--- config.mk ---
export PLATFORM = sky130hd
export DESIGN_NAME = fader_pid_with_settle_lock_top
export DESIGN_NICKNAME = d
export VERILOG_FILES = /design/src/rtl/core/fpsl_pkg.sv /design/src/rtl/core/fader_pid_with_settle_lock_top.sv
export SDC_FILE = /design/constraint.sdc
export NUM_CORES = 2
export LEC_CHECK = 0
export BUFFER_PORTS_ARGS = -buffer_cell sky130_fd_sc_hd__buf_2
export CAP_MARGIN = 10
export CORE_MARGIN = 2
export CORE_UTILIZATION = 65
export DETAILED_ROUTE_END_ITERATION = 7
export PLACE_DENSITY = 0.89
export SLEW_MARGIN = 30
export SYNTH_ARGS = -nofsm -noshare
export SYNTH_HDL_FRONTEND = slang
export SYNTH_SLANG_ARGS = --single-unit
--- constraint.sdc ---
create_clock -name clk -period 12.7 [get_ports clk]
set_input_delay 1.27 -clock clk [delete_from_list [all_inputs] [get_ports clk]]
set_output_delay 1.27 -clock clk [all_outputs]
set_load 0.05 [all_outputs]
--- src/rtl/core/fpsl_pkg.sv ---
// Shared constants for the motor-fader PID drive with settle release.
// Field widths, register map codes and fixed limits; no dependencies.

package fpsl_pkg;

    localparam int ADDR_W = 5;
    localparam int DATA_W = 32;

    // Register map, word index = paddr[4:2]
    localparam logic [2:0] REG_KP_GAIN        = 3'd0;
    localparam logic [2:0] REG_KI_GAIN        = 3'd1;
    localparam logic [2:0] REG_KD_GAIN        = 3'd2;
    localparam logic [2:0] REG_LOCK_WINDOW    = 3'd3;
    localparam logic [2:0] REG_LOCK_COUNT     = 3'd4;
    localparam logic [2:0] REG_COUNT_HEADROOM = 3'd5;
    localparam logic [2:0] REG_LOCK_DELAY_MS  = 3'd6;
    localparam logic [2:0] REG_HOLD_MODE      = 3'd7;

    localparam logic CMD_SET_TARGET = 1'b0;
    localparam logic CMD_STEP       = 1'b1;

    localparam logic [9:0] TGT_MIN   = 10'd2;
    localparam logic [9:0] TGT_MAX   = 10'd1021;
    localparam logic [9:0] TGT_RESET = 10'd512;

    localparam logic signed [11:0] INTEG_LIMIT     = 12'sd300;
    localparam logic signed [8:0]  DRIVE_LIMIT     = 9'sd240;
    localparam logic signed [8:0]  HOLD_DRIVE_LIMIT = 9'sd100;

    // Reset values of the configuration registers
    localparam logic [15:0] KP_RESET        = 16'd256;
    localparam logic [15:0] KI_RESET        = 16'd0;
    localparam logic [15:0] KD_RESET        = 16'd0;
    localparam logic [9:0]  WINDOW_RESET    = 10'd4;
    localparam logic [15:0] LOCK_CNT_RESET  = 16'd50;
    localparam logic [15:0] HEADROOM_RESET  = 16'd50;
    localparam logic [15:0] DELAY_RESET     = 16'd300;

    // Products and their sum fit comfortably in 30 signed bits
    localparam int SUM_W = 30;
    localparam int DRV_W = SUM_W - 8;

endpackage

--- src/rtl/core/fader_pid_with_settle_lock_top.sv ---
// Motor-fader PID drive with settle counter, touch-release hold and integral clamp.
// Depends on fpsl_pkg for register codes, limits and widths.
//
//   channel | direction | handshake          | payload
//   in      | to block  | in_valid/in_stall  | command, new_target, position, touched, now_ms
//   out     | from block| out_valid/out_stall| drive, released, current_target
//   cfg     | to block  | APB psel/penable   | 8 registers at 4*i, 32-bit data
//
// One transaction per cycle sustained while out does not stall. A control step passes
// from the input register, which feeds the state update, to the operand register, which
// feeds the three gain multiplies, sum and clamp, and then to the output register.
// A set-target transaction only updates state and produces no result.
// Reset clears state and configuration at once; no clearing pass.
// A stall on out backs up through the operand and input registers to in_stall.

module fader_pid_with_settle_lock_top
    import fpsl_pkg::*;
(
    input  logic                     clk,
    input  logic                     rst_n,

    input  logic                     in_valid,
    output logic                     in_stall,
    input  logic                     command,
    input  logic [9:0]               new_target,
    input  logic [9:0]               position,
    input  logic                     touched,
    input  logic [31:0]              now_ms,

    output logic                     out_valid,
    input  logic                     out_stall,
    output logic signed [8:0]        drive,
    output logic                     released,
    output logic [9:0]               current_target,

    input  logic                     psel,
    input  logic                     penable,
    input  logic                     pwrite,
    input  logic [ADDR_W-1:0]        paddr,
    input  logic [DATA_W-1:0]        pwdata,
    output logic [DATA_W-1:0]        prdata,
    output logic                     pready
);

    // ---------------------------------------------------------------- config
    logic [15:0] kp_reg, ki_reg, kd_reg;
    logic [9:0]  window_reg;
    logic [15:0] lock_cnt_reg, headroom_reg, delay_reg;
    logic        hold_mode_reg;
    logic        cfg_wr;
    logic [2:0]  cfg_idx;

    assign pready  = 1'b1;
    assign cfg_wr  = psel && penable && pwrite;
    assign cfg_idx = paddr[4:2];

    always_ff @(posedge clk or negedge rst_n)
    begin
        if (!rst_n)
        begin
            kp_reg        <= KP_RESET;
            ki_reg        <= KI_RESET;
            kd_reg        <= KD_RESET;
            window_reg    <= WINDOW_RESET;
            lock_cnt_reg  <= LOCK_CNT_RESET;
            headroom_reg  <= HEADROOM_RESET;
            delay_reg     <= DELAY_RESET;
            hold_mode_reg <= 1'b0;
        end
        else if (cfg_wr)
        begin
            case (cfg_idx)
                REG_KP_GAIN:        kp_reg        <= pwdata[15:0];
                REG_KI_GAIN:        ki_reg        <= pwdata[15:0];
                REG_KD_GAIN:        kd_reg        <= pwdata[15:0];
                REG_LOCK_WINDOW:    window_reg    <= pwdata[9:0];
                REG_LOCK_COUNT:     lock_cnt_reg  <= pwdata[15:0];
                REG_COUNT_HEADROOM: headroom_reg  <= pwdata[15:0];
                REG_LOCK_DELAY_MS:  delay_reg     <= pwdata[15:0];
                REG_HOLD_MODE:      hold_mode_reg <= pwdata[0];
                default:            ;
            endcase
        end
    end

    always_comb
    begin
        case (cfg_idx)
            REG_KP_GAIN:        prdata = {16'd0, kp_reg};
            REG_KI_GAIN:        prdata = {16'd0, ki_reg};
            REG_KD_GAIN:        prdata = {16'd0, kd_reg};
            REG_LOCK_WINDOW:    prdata = {22'd0, window_reg};
            REG_LOCK_COUNT:     prdata = {16'd0, lock_cnt_reg};
            REG_COUNT_HEADROOM: prdata = {16'd0, headroom_reg};
            REG_LOCK_DELAY_MS:  prdata = {16'd0, delay_reg};
            REG_HOLD_MODE:      prdata = {31'd0, hold_mode_reg};
            default:            prdata = '0;
        endcase
    end

    // ------------------------------------------------------- pipeline control
    logic a_valid_reg, b_valid_reg, out_valid_reg;
    logic a_move, b_move, b_free, c_free, a_step_move, in_accept;

    logic        a_cmd_reg;
    logic [9:0]  a_tgt_reg, a_pos_reg;
    logic        a_touch_reg;
    logic [31:0] a_now_reg;

    assign c_free      = !out_valid_reg || !out_stall;
    assign b_move      = b_valid_reg && c_free;
    assign b_free      = !b_valid_reg || b_move;
    assign a_move      = a_valid_reg && ((a_cmd_reg == CMD_SET_TARGET) || b_free);
    assign a_step_move = a_move && (a_cmd_reg == CMD_STEP);
    assign in_stall    = a_valid_reg && !a_move;
    assign in_accept   = in_valid && !in_stall;

    always_ff @(posedge clk or negedge rst_n)
    begin
        if (!rst_n)
        begin
            a_valid_reg   <= 1'b0;
            b_valid_reg   <= 1'b0;
            out_valid_reg <= 1'b0;
        end
        else
        begin
            if (in_accept)
                a_valid_reg <= 1'b1;
            else if (a_move)
                a_valid_reg <= 1'b0;

            if (a_step_move)
                b_valid_reg <= 1'b1;
            else if (b_move)
                b_valid_reg <= 1'b0;

            if (b_move)
                out_valid_reg <= 1'b1;
            else if (!out_stall)
                out_valid_reg <= 1'b0;
        end
    end

    // ---------------------------------------------------------- input register
    always_ff @(posedge clk)
    begin
        if (in_accept)
        begin
            a_cmd_reg   <= command;
            a_tgt_reg   <= new_target;
            a_pos_reg   <= position;
            a_touch_reg <= touched;
            a_now_reg   <= now_ms;
        end
    end

    // ------------------------------------------------------------ state update
    logic [9:0]         target_reg, target_next;
    logic [16:0]        settle_reg, settle_next;
    logic signed [10:0] last_err_reg;
    logic signed [9:0]  integ_reg, integ_next;
    logic               prev_touch_reg, prev_touch_next;
    logic [32:0]        deadline_reg, deadline_next;
    logic               hold_reg, hold_next;
    logic               rel_reg, rel_next;

    logic [9:0]         clamp_tgt;
    logic signed [10:0] err0, err1;
    logic [10:0]        err0_abs;
    logic [16:0]        settle_limit;
    logic               free_en, follow;
    logic signed [11:0] derr, isum;

    always_comb
    begin
        if (a_tgt_reg > TGT_MAX)
            clamp_tgt = TGT_MAX;
        else if (a_tgt_reg < TGT_MIN)
            clamp_tgt = TGT_MIN;
        else
            clamp_tgt = a_tgt_reg;

        err0         = $signed({1'b0, target_reg}) - $signed({1'b0, a_pos_reg});
        err0_abs     = err0[10] ? 11'(-err0) : 11'(err0);
        settle_limit = {1'b0, lock_cnt_reg} + {1'b0, headroom_reg};

        target_next     = target_reg;
        settle_next     = settle_reg;
        deadline_next   = deadline_reg;
        prev_touch_next = prev_touch_reg;
        hold_next       = hold_reg;
        rel_next        = rel_reg;
        free_en         = 1'b0;
        follow          = 1'b0;

        if (a_cmd_reg == CMD_SET_TARGET)
        begin
            if (clamp_tgt != target_reg)
            begin
                target_next   = clamp_tgt;
                settle_next   = '0;
                deadline_next = '0;
            end
        end
        else
        begin
            // count up while inside the window, down otherwise
            if (err0_abs < {1'b0, window_reg})
            begin
                if (settle_reg < settle_limit)
                    settle_next = settle_reg + 17'd1;
            end
            else if (settle_reg != '0)
            begin
                settle_next = settle_reg - 17'd1;
            end

            // start the release hold timer when touch is let go
            if (prev_touch_reg != a_touch_reg)
            begin
                prev_touch_next = a_touch_reg;
                if (!a_touch_reg)
                    deadline_next = {1'b0, a_now_reg} + {17'd0, delay_reg};
            end

            if (a_touch_reg)
                hold_next = 1'b1;
            else if ({1'b0, a_now_reg} > deadline_next)
                hold_next = 1'b0;

            free_en = hold_mode_reg ? a_touch_reg : hold_next;
            follow  = free_en && !hold_mode_reg;

            if (settle_next > {1'b0, lock_cnt_reg})
                rel_next = 1'b1;
            else if (!free_en)
                rel_next = 1'b0;

            if (free_en)
                rel_next = follow;

            if (follow)
                target_next = a_pos_reg;
        end

        // target equals position when following, so the error drops to zero
        err1 = follow ? '0 : err0;
        derr = 12'(err1) - 12'(last_err_reg);
        isum = 12'(integ_reg) + 12'(err1);
        if (isum <= INTEG_LIMIT && isum >= -INTEG_LIMIT)
            integ_next = isum[9:0];
        else
            integ_next = integ_reg;
    end

    always_ff @(posedge clk or negedge rst_n)
    begin
        if (!rst_n)
        begin
            target_reg     <= TGT_RESET;
            settle_reg     <= '0;
            last_err_reg   <= '0;
            integ_reg      <= '0;
            prev_touch_reg <= 1'b0;
            deadline_reg   <= '0;
            hold_reg       <= 1'b0;
            rel_reg        <= 1'b0;
        end
        else if (a_move)
        begin
            target_reg   <= target_next;
            settle_reg   <= settle_next;
            deadline_reg <= deadline_next;
            if (a_cmd_reg == CMD_STEP)
            begin
                last_err_reg   <= err1;
                integ_reg      <= integ_next;
                prev_touch_reg <= prev_touch_next;
                hold_reg       <= hold_next;
                rel_reg        <= rel_next;
            end
        end
    end

    // -------------------------------------------------------- operand register
    logic signed [10:0] b_err_reg;
    logic signed [11:0] b_derr_reg;
    logic signed [9:0]  b_integ_reg;
    logic               b_rel_reg, b_hold_lim_reg;
    logic [9:0]         b_tgt_reg;

    always_ff @(posedge clk)
    begin
        if (a_step_move)
        begin
            b_err_reg      <= err1;
            b_derr_reg     <= derr;
            b_integ_reg    <= integ_next;
            b_rel_reg      <= rel_next;
            b_hold_lim_reg <= hold_mode_reg && free_en;
            b_tgt_reg      <= target_next;
        end
    end

    // ------------------------------------------------- PID sum, scale, clamp
    logic signed [SUM_W-1:0] p_kp, p_kd, p_ki, pid_sum, sum_adj;
    logic signed [DRV_W-1:0] drv, lim;
    logic signed [8:0]       drive_next;

    always_comb
    begin
        p_kp = SUM_W'($signed({1'b0, kp_reg})) * SUM_W'(b_err_reg);
        p_kd = SUM_W'($signed({1'b0, kd_reg})) * SUM_W'(b_derr_reg);
        p_ki = SUM_W'($signed({1'b0, ki_reg})) * SUM_W'(b_integ_reg);
        pid_sum = p_kp + p_kd + p_ki;

        // divide by 256 rounding toward zero
        sum_adj = pid_sum + (pid_sum[SUM_W-1] ? SUM_W'(255) : SUM_W'(0));
        drv     = DRV_W'(sum_adj >>> 8);

        lim = b_hold_lim_reg ? DRV_W'(HOLD_DRIVE_LIMIT) : DRV_W'(DRIVE_LIMIT);
        if (b_rel_reg)
            drive_next = '0;
        else if (drv > lim)
            drive_next = lim[8:0];
        else if (drv < -lim)
            drive_next = 9'(-lim);
        else
            drive_next = drv[8:0];
    end

    logic signed [8:0] drive_reg;
    logic              released_reg;
    logic [9:0]        tgt_out_reg;

    always_ff @(posedge clk)
    begin
        if (b_move)
        begin
            drive_reg    <= drive_next;
            released_reg <= b_rel_reg;
            tgt_out_reg  <= b_tgt_reg;
        end
    end

    assign out_valid      = out_valid_reg;
    assign drive          = drive_reg;
    assign released       = released_reg;
    assign current_target = tgt_out_reg;

    // -------------------------------------------------------------- checks
    a_integ_bounded: assert property (@(posedge clk) disable iff (!rst_n)
        (12'(integ_reg) <= INTEG_LIMIT) && (12'(integ_reg) >= -INTEG_LIMIT))
        else $error("integral left its clamp range");

    a_released_zero: assert property (@(posedge clk) disable iff (!rst_n)
        out_valid && released |-> drive == 9'sd0)
        else $error("drive nonzero while released");

    a_drive_limit: assert property (@(posedge clk) disable iff (!rst_n)
        out_valid |-> (drive <= DRIVE_LIMIT) && (drive >= -DRIVE_LIMIT))
        else $error("drive beyond limit");

    a_empty_no_stall: assert property (@(posedge clk) disable iff (!rst_n)
        !a_valid_reg |-> !in_stall)
        else $error("input stalled with empty input register");

    a_oper_held: assert property (@(posedge clk) disable iff (!rst_n)
        b_valid_reg && !b_move |=> b_valid_reg && $stable(b_err_reg))
        else $error("operand register lost a stalled step");

endmodule
# After elaboration in Yosys (flattened, before gate mapping)
# Index checks and enable logic that the tools add are counted.
[word_totals]
register_bits = 313
in_bits = 98
out_inout_bits = 55
word_cells = 143
[classes]
add_sub_neg = 12
n_mul = 3
n_lt_le_gt_ge = 10
eq_ne = 10
mux = 39
bitwise = 1
n_reduce_logical = 35
[op_table]
columns = ["operator", "n"]
rows = [
  ["$pmux 32 s8", 1],
  ["$mux 33", 5],
  ["$mux 17", 6],
  ["$mux 10", 6],
  ["$add 32x16->33", 1],
  ["$gt 32x33->1", 1],
  ["$add 28x29->30", 1],
  ["$add 30x27->30", 1],
  ["$add 30x9->30", 1],
  ["$mul 17x12->29", 1],
  ["$mul 17x11->28", 1],
  ["$mul 17x10->27", 1],
  ["$gt 22x9->1", 1],
  ["$lt 22x22->1", 1],
  ["$mux 11", 2],
  ["$neg 8->22", 1],
  ["$reduce_and 2->1", 10],
  ["$mux 9", 2],
  ["$add 16x16->17", 1],
  ["$add 17x1->17 const B", 1],
  ["$gt 17x16->1", 1],
  ["$lt 17x17->1", 1],
  ["$reduce_bool 17->1", 1],
  ["$sub 17x1->17 const B", 1],
  ["other kinds (24)", 61],
]

# Depth between registers and ports, before layout
[depth]
word_depth = 16
depth_mapped = 44
ltp_nobuf = 41

# Worst setup path before layout
# No wires, ideal clock.
[synth_timing]
path_type = "reg-to-reg"
from = "register b_derr_reg[11]"
to = "register drive_reg[4] (netlist: drive[4]) (data pin)"
setup_time_ps = 254
arrival_time_ps = 9214
t_required_ps = 12446
slack_ps = 3232
path_stages_with_launch = 31
path_buffers = 1
period_less_slack_ps = 9468
cell_sequence = "edfxtp_1 > inv_1 > clkbuf_1 > nor2_1 > fa_1 > fa_1 > fa_1 > fa_1 > fa_1 > fa_1 > fa_1 > inv_1 > fa_1 > inv_1 > ha_1 > a21oi_1 > nand3_1 > o211a_1 > a2111oi_4 > mux2i_1 > nor4_1 > xnor2_1 > ha_1 > nor2_1 > or4_1 > nor4_1 > nand4b_1 > nor4_2 > and3_4 > nor2_1 > o21a_1"
[synth_via]
elab_chain_cells = 8
elab_cells_between_ends = 9
classes_between = "add/sub (3); mul (1); order compare (2); mux (3)"
[synth_rtl]
columns = ["element", "line_no", "rtl"]
rows = [
  ["start, declared", "fader_pid_with_settle_lock_top.sv:288", "logic signed [11:0] b_derr_reg;"],
  ["start signal, assigned", "fader_pid_with_settle_lock_top.sv:298", "b_derr_reg <= derr;"],
  ["$mul 17x12->29 *", "fader_pid_with_settle_lock_top.sv:314", "p_kd = SUM_W'($signed({1'b0, kd_reg})) * SUM_W'(b_derr_reg);"],
  ["$add 28x29->30 *", "fader_pid_with_settle_lock_top.sv:316", "pid_sum = p_kp + p_kd + p_ki;"],
  ["$add 30x27->30 *", "fader_pid_with_settle_lock_top.sv:316", ""],
  ["$mux 8", "fader_pid_with_settle_lock_top.sv:319", "sum_adj = pid_sum + (pid_sum[SUM_W-1] ? SUM_W'(255) : SUM_W'(0));"],
  ["$add 30x9->30 *", "fader_pid_with_settle_lock_top.sv:319", ""],
  ["$lt 22x22->1", "fader_pid_with_settle_lock_top.sv:327", "else if (drv < -lim)"],
  ["$mux 9", "fader_pid_with_settle_lock_top.sv:327", ""],
  ["$mux 9 *", "fader_pid_with_settle_lock_top.sv:325", "else if (drv > lim)"],
  ["end signal, assigned", "fader_pid_with_settle_lock_top.sv:341", "drive_reg <= drive_next;"],
  ["end, declared", "fader_pid_with_settle_lock_top.sv:333", "logic signed [8:0] drive_reg;"],
]
# Every way passes the cells marked *; elsewhere a longest branch is shown, timed or not.
# A chain may end at the register's enable or synchronous reset.

# Worst setup path after layout
[layout_timing]
from = "register a_now_reg[0]"
to = "register integ_reg[4]"
[layout_via]
elab_chain_cells = 16
elab_cells_between_ends = 17
classes_between = "add/sub (2); order compare (3); mux (10); reduce/logical (2)"
[layout_rtl]
columns = ["element", "line_no", "rtl"]
rows = [
  ["start, declared", "fader_pid_with_settle_lock_top.sv:108", "logic [31:0] a_now_reg;"],
  ["start signal, assigned", "fader_pid_with_settle_lock_top.sv:154", "a_now_reg <= now_ms;"],
  ["$add 32x16->33", "fader_pid_with_settle_lock_top.sv:224", "deadline_next = {1'b0, a_now_reg} + {17'd0, delay_reg};"],
  ["$mux 33", "fader_pid_with_settle_lock_top.sv:223", "if (!a_touch_reg)"],
  ["$mux 33", "fader_pid_with_settle_lock_top.sv:220", "if (prev_touch_reg != a_touch_reg)"],
  ["$mux 33", "fader_pid_with_settle_lock_top.sv:197", "if (a_cmd_reg == CMD_SET_TARGET)"],
  ["$gt 32x33->1 *", "fader_pid_with_settle_lock_top.sv:229", "else if ({1'b0, a_now_reg} > deadline_next)"],
  ["$mux 1 *", "fader_pid_with_settle_lock_top.sv:229", ""],
  ["$mux 1 *", "fader_pid_with_settle_lock_top.sv:227", "if (a_touch_reg)"],
  ["$mux 1 *", "fader_pid_with_settle_lock_top.sv:197", ""],
  ["$mux 1 *", "fader_pid_with_settle_lock_top.sv:232", "free_en = hold_mode_reg ? a_touch_reg : hold_next;"],
  ["$logic_and 1x1->1 *", "fader_pid_with_settle_lock_top.sv:233", "follow = free_en && !hold_mode_reg;"],
  ["$mux 1 *", "fader_pid_with_settle_lock_top.sv:197", ""],
  ["$mux 11 *", "fader_pid_with_settle_lock_top.sv:248", "err1 = follow ? '0 : err0;"],
  ["net err1[2]", "fader_pid_with_settle_lock_top.sv:169", "logic signed [10:0] err0, err1;"],
  ["$add 10x11->12 *", "fader_pid_with_settle_lock_top.sv:250", "isum = 12'(integ_reg) + 12'(err1);"],
  ["$le 12x10->1 or $ge 12x10->1 (tied branches)", "fader_pid_with_settle_lock_top.sv:251", "if (isum <= INTEG_LIMIT && isum >= -INTEG_LIMIT)"],
  ["$logic_and 1x1->1", "fader_pid_with_settle_lock_top.sv:251", ""],
  ["$mux 10 *", "fader_pid_with_settle_lock_top.sv:251", ""],
  ["end signal, assigned", "fader_pid_with_settle_lock_top.sv:278", "integ_reg <= integ_next;"],
  ["end, declared", "fader_pid_with_settle_lock_top.sv:162", "logic signed [9:0] integ_reg, integ_next;"],
]
# Mark *: on every way through the listed nets, which the timed path passes. The rest lies on a longest branch. The select of a mux whose other input is x is not followed.

==> impl_metrics.py <==
metrics = {
    "detailed_routing": {
        "viasPerCell": 6.220,
        "drtAntennaViolNets": 0,
        "drtPass1Iterations": 6,
        "remaining_drc_errors": 0,
        "dr_total_vias": 29230,
        "wl_per_cell_um": 20.97,
        "totalWireLength_um": 98530,
        "drt_iter0_drc": 2468,
    },
    "sta": {
        "drv_slew": 0,
        "hold_violations": 0,
        "grt_setup_unrepaired": "no",
        "period_minus_slack_ns": 11.18,
        "finClkSkew_ns": 0.02233,
        "fmaxAchievable_mhz": 89.42,
        "maxSlewHeadroom_pct": 30.62,
        "timing.final.crit_share_pct": 88.06,
        "setup_viol": 0,
        "setup_tns_ns": 0,
        "worstMarginPinSlew_ns": 1.041,
    },
    "synthesis": {
        "syn_area_um2": 37530,
        "synth_compound_area_share_pct": 10.32,
        "syn_inst": 3891,
        "yosys.area_share.simple_pct": 14.48,
        "synth_top_family_by_area": "adder cells",
        "yosys_most_used_dff": "dfrtp_1",
        "synth_xor_area_share_pct": 2.847,
        "synth_edf_count": 119,
        "ys_seq_elements": 313,
        "seq_area_frac_synth_pct": 22.50,
        "ys_warn_count": 0,
        "synth_mux_area_share_pct": 4.764,
        "async_flop_share_pct": 61.98,
        "synth_fa_ha_area_share_pct": 36.27,
        "avgSynthCellArea_um2": 9.645,
        "synth.distinct_cells": 104,
    },
    "worst_setup_path": {
        "worstSetupEndpointType": "flip-flop",
        "cp_common_cell": "a21o_1",
        "path_max_fanout": 14,
        "cp_slowest_cell": "mux2i_2",
        "critPathArrivalTime_ns": 11.64,
        "critical_path_class": "reg2reg",
        "cp.buffers_inverters": 1,
        "critPathMaxStageDelay_ns": 0.73,
        "critPathLaunchType": "flip-flop",
        "cpLargestDelayFamily": "compound AO/OA/AOI/OAI gates",
        "cp.required_ns": 13.16,
    },
    "place": {
        "place.port_buffers": 117,
        "gp_congestion": 0.9400,
        "place_hpwl_um": 75990,
    },
    "floorplan": {
        "die_w_um": 244.3,
        "die_area_um2": 59680,
        "pin_count": 153,
        "initial_core_util_pct": 65.42,
        "rows": 88,
        "coreArea_um2": 57370,
        "dieHeight_um": 244.3,
    },
    "global_route": {
        "gr-total-overflow": 0,
        "grt_max_degree": 129,
        "grt_antenna_before_repair": 9,
        "grt_use_total_pct": 33.73,
        "grt_pass1_vias": 30850,
        "grt_pass1_wl_um": 158400,
    },
    "clock_network": {
        "clkSinkCount": 313,
        "clk_latency_ns": 0.58,
        "h-tree-depth": 1,
        "ctsHoldBuffers": 0,
        "cts_max_path_buffers": 3,
        "cts_resized": 0,
        "cts_buffers": 30,
        "cts_tree": "built",
        "post_cts_buffers": 0,
        "clk_pin_slew_ns": 0.06,
        "clockRootBuffer": "clkbuf_16",
    },
    "final_layout": {
        "multi_input_area_um2": 25850,
        "drive_above_1_share_pct": 9.438,
        "area_growth_pct": 5.581,
        "fill_cells": 4014,
        "final_nets": 4802,
        "largest_register_ffs": 33,
        "seq_area_um2": 8444,
    },
    "status": {
        "status": "completed",
    },
    "job": {
        "max_cap_viol_count": 0,
    },
    "min_path": {
        "min_path_type": "reg2reg",
    },
}
[cell usage after synthesis, types with 20 or more instances]
cell      count  area share, %
xnor2_1      79            1.8
inv_1       676            6.8
nand3_1      32           0.43
ha_1        312             10
a31oi_1      28           0.47
nor2b_1      36           0.60
a22o_1       26           0.61
o21a_1       22           0.44
edfxtp_1    119            9.5
mux2_2      105            3.2
nor3_1       24           0.32
and3_1       21           0.35
clkbuf_1    140            1.4
o21bai_1     20           0.40
o21ai_0     118            1.6
nand2_1     388            3.9
a21oi_1     134            1.8
and2_1      257            4.3
nor2_1      145            1.5
nand4_1      30           0.50
mux2i_1      50            1.3
nand2b_1     50           0.83
fa_1        485             26
dfrtp_1     181             12
a21o_1       51            1.0
o22ai_1      25           0.42
xor2_1       43            1.0
[routing by layer]
layer	up-vias	wire [um]	global-route usage [%]
li1	12640	-	-
met4	2	6878	20.95
met1	14500	34340	39.76
met2	1578	47990	56.69
met5	-	12	0
met3	507	9305	7.024
[metrics by stage]
step	util, %	hold WS (ns)	instances	setup slack (ns)	cell area (um^2)
after detailed placement	67.24	0.4045	4638	1.862	38570
after global placement	67.22	0.4038	4638	1.699	38560
after CTS	69.01	0.4201	4694	1.767	39590
after global routing	69.07	0.4240	4698	0.6734	39620
after floorplan	-	0.4003	3906	3.232	37580
final	69.07	0.4200	4699	1.517	39620
[path summary, 6_finish.rpt]
path                              start  cells after the start                 to  slack (ns)
hold reg to reg            b_tgt_reg[6]                      0  current_target[6]        0.42
min in group asynchronous         rst_n                      1   deadline_reg[26]        0.65
setup reg to reg           a_now_reg[0]                     40       integ_reg[4]        1.52
setup / recovery           a_now_reg[0]                     40       integ_reg[4]        1.52
hold / removal             b_tgt_reg[6]                      0  current_target[6]        0.42
max in group asynchronous         rst_n                      2       integ_reg[5]       10.94
[cells in the final DEF, fill, tap and decap left out, types with 30 or more instances in the layout]
cell	n
o21ai_0	117
xor2_1	43
xnor2_1	79
mux2_2	105
clkbuf_16	32
and2_1	256
inv_1	675
nand2_1	388
a21o_1	51
nand2b_1	50
a21oi_1	134
dfrtp_1	181
buf_2	116
nand3_1	32
ha_1	312
nor2b_1	35
nor2_1	145
nand4_1	30
mux2i_1	49
fa_1	485
edfxtp_1	119
[cells by family (layout without fill, tap and decap cells)]
logic type,count (synthesis),after routing
and+or+nand+nor,1070,1070
buffers and inverters,850,875
adders and majority gates,797,797
AOI/OAI and AO/OA,577,577
DFF,313,313
muxes,160,160
xor gates and xnor gates,122,122
other,2,20
[area by class of cell]
cell class                      instances  share of cell area [%]
Multi-Input combinational cell       2743                   65.25
Inverter                              677                   6.413
Antenna cell                            3                 0.01895
Sequential cell                       313                   21.31
Timing Repair Buffer                  142                   2.030
Clock inverter                         10                  0.2874
Clock buffer                           46                   2.277
Tap cell                              765                   2.416
Power is not shown: default switching activity piles up to over one toggle a cycle in this logic, so the estimate is an artifact.
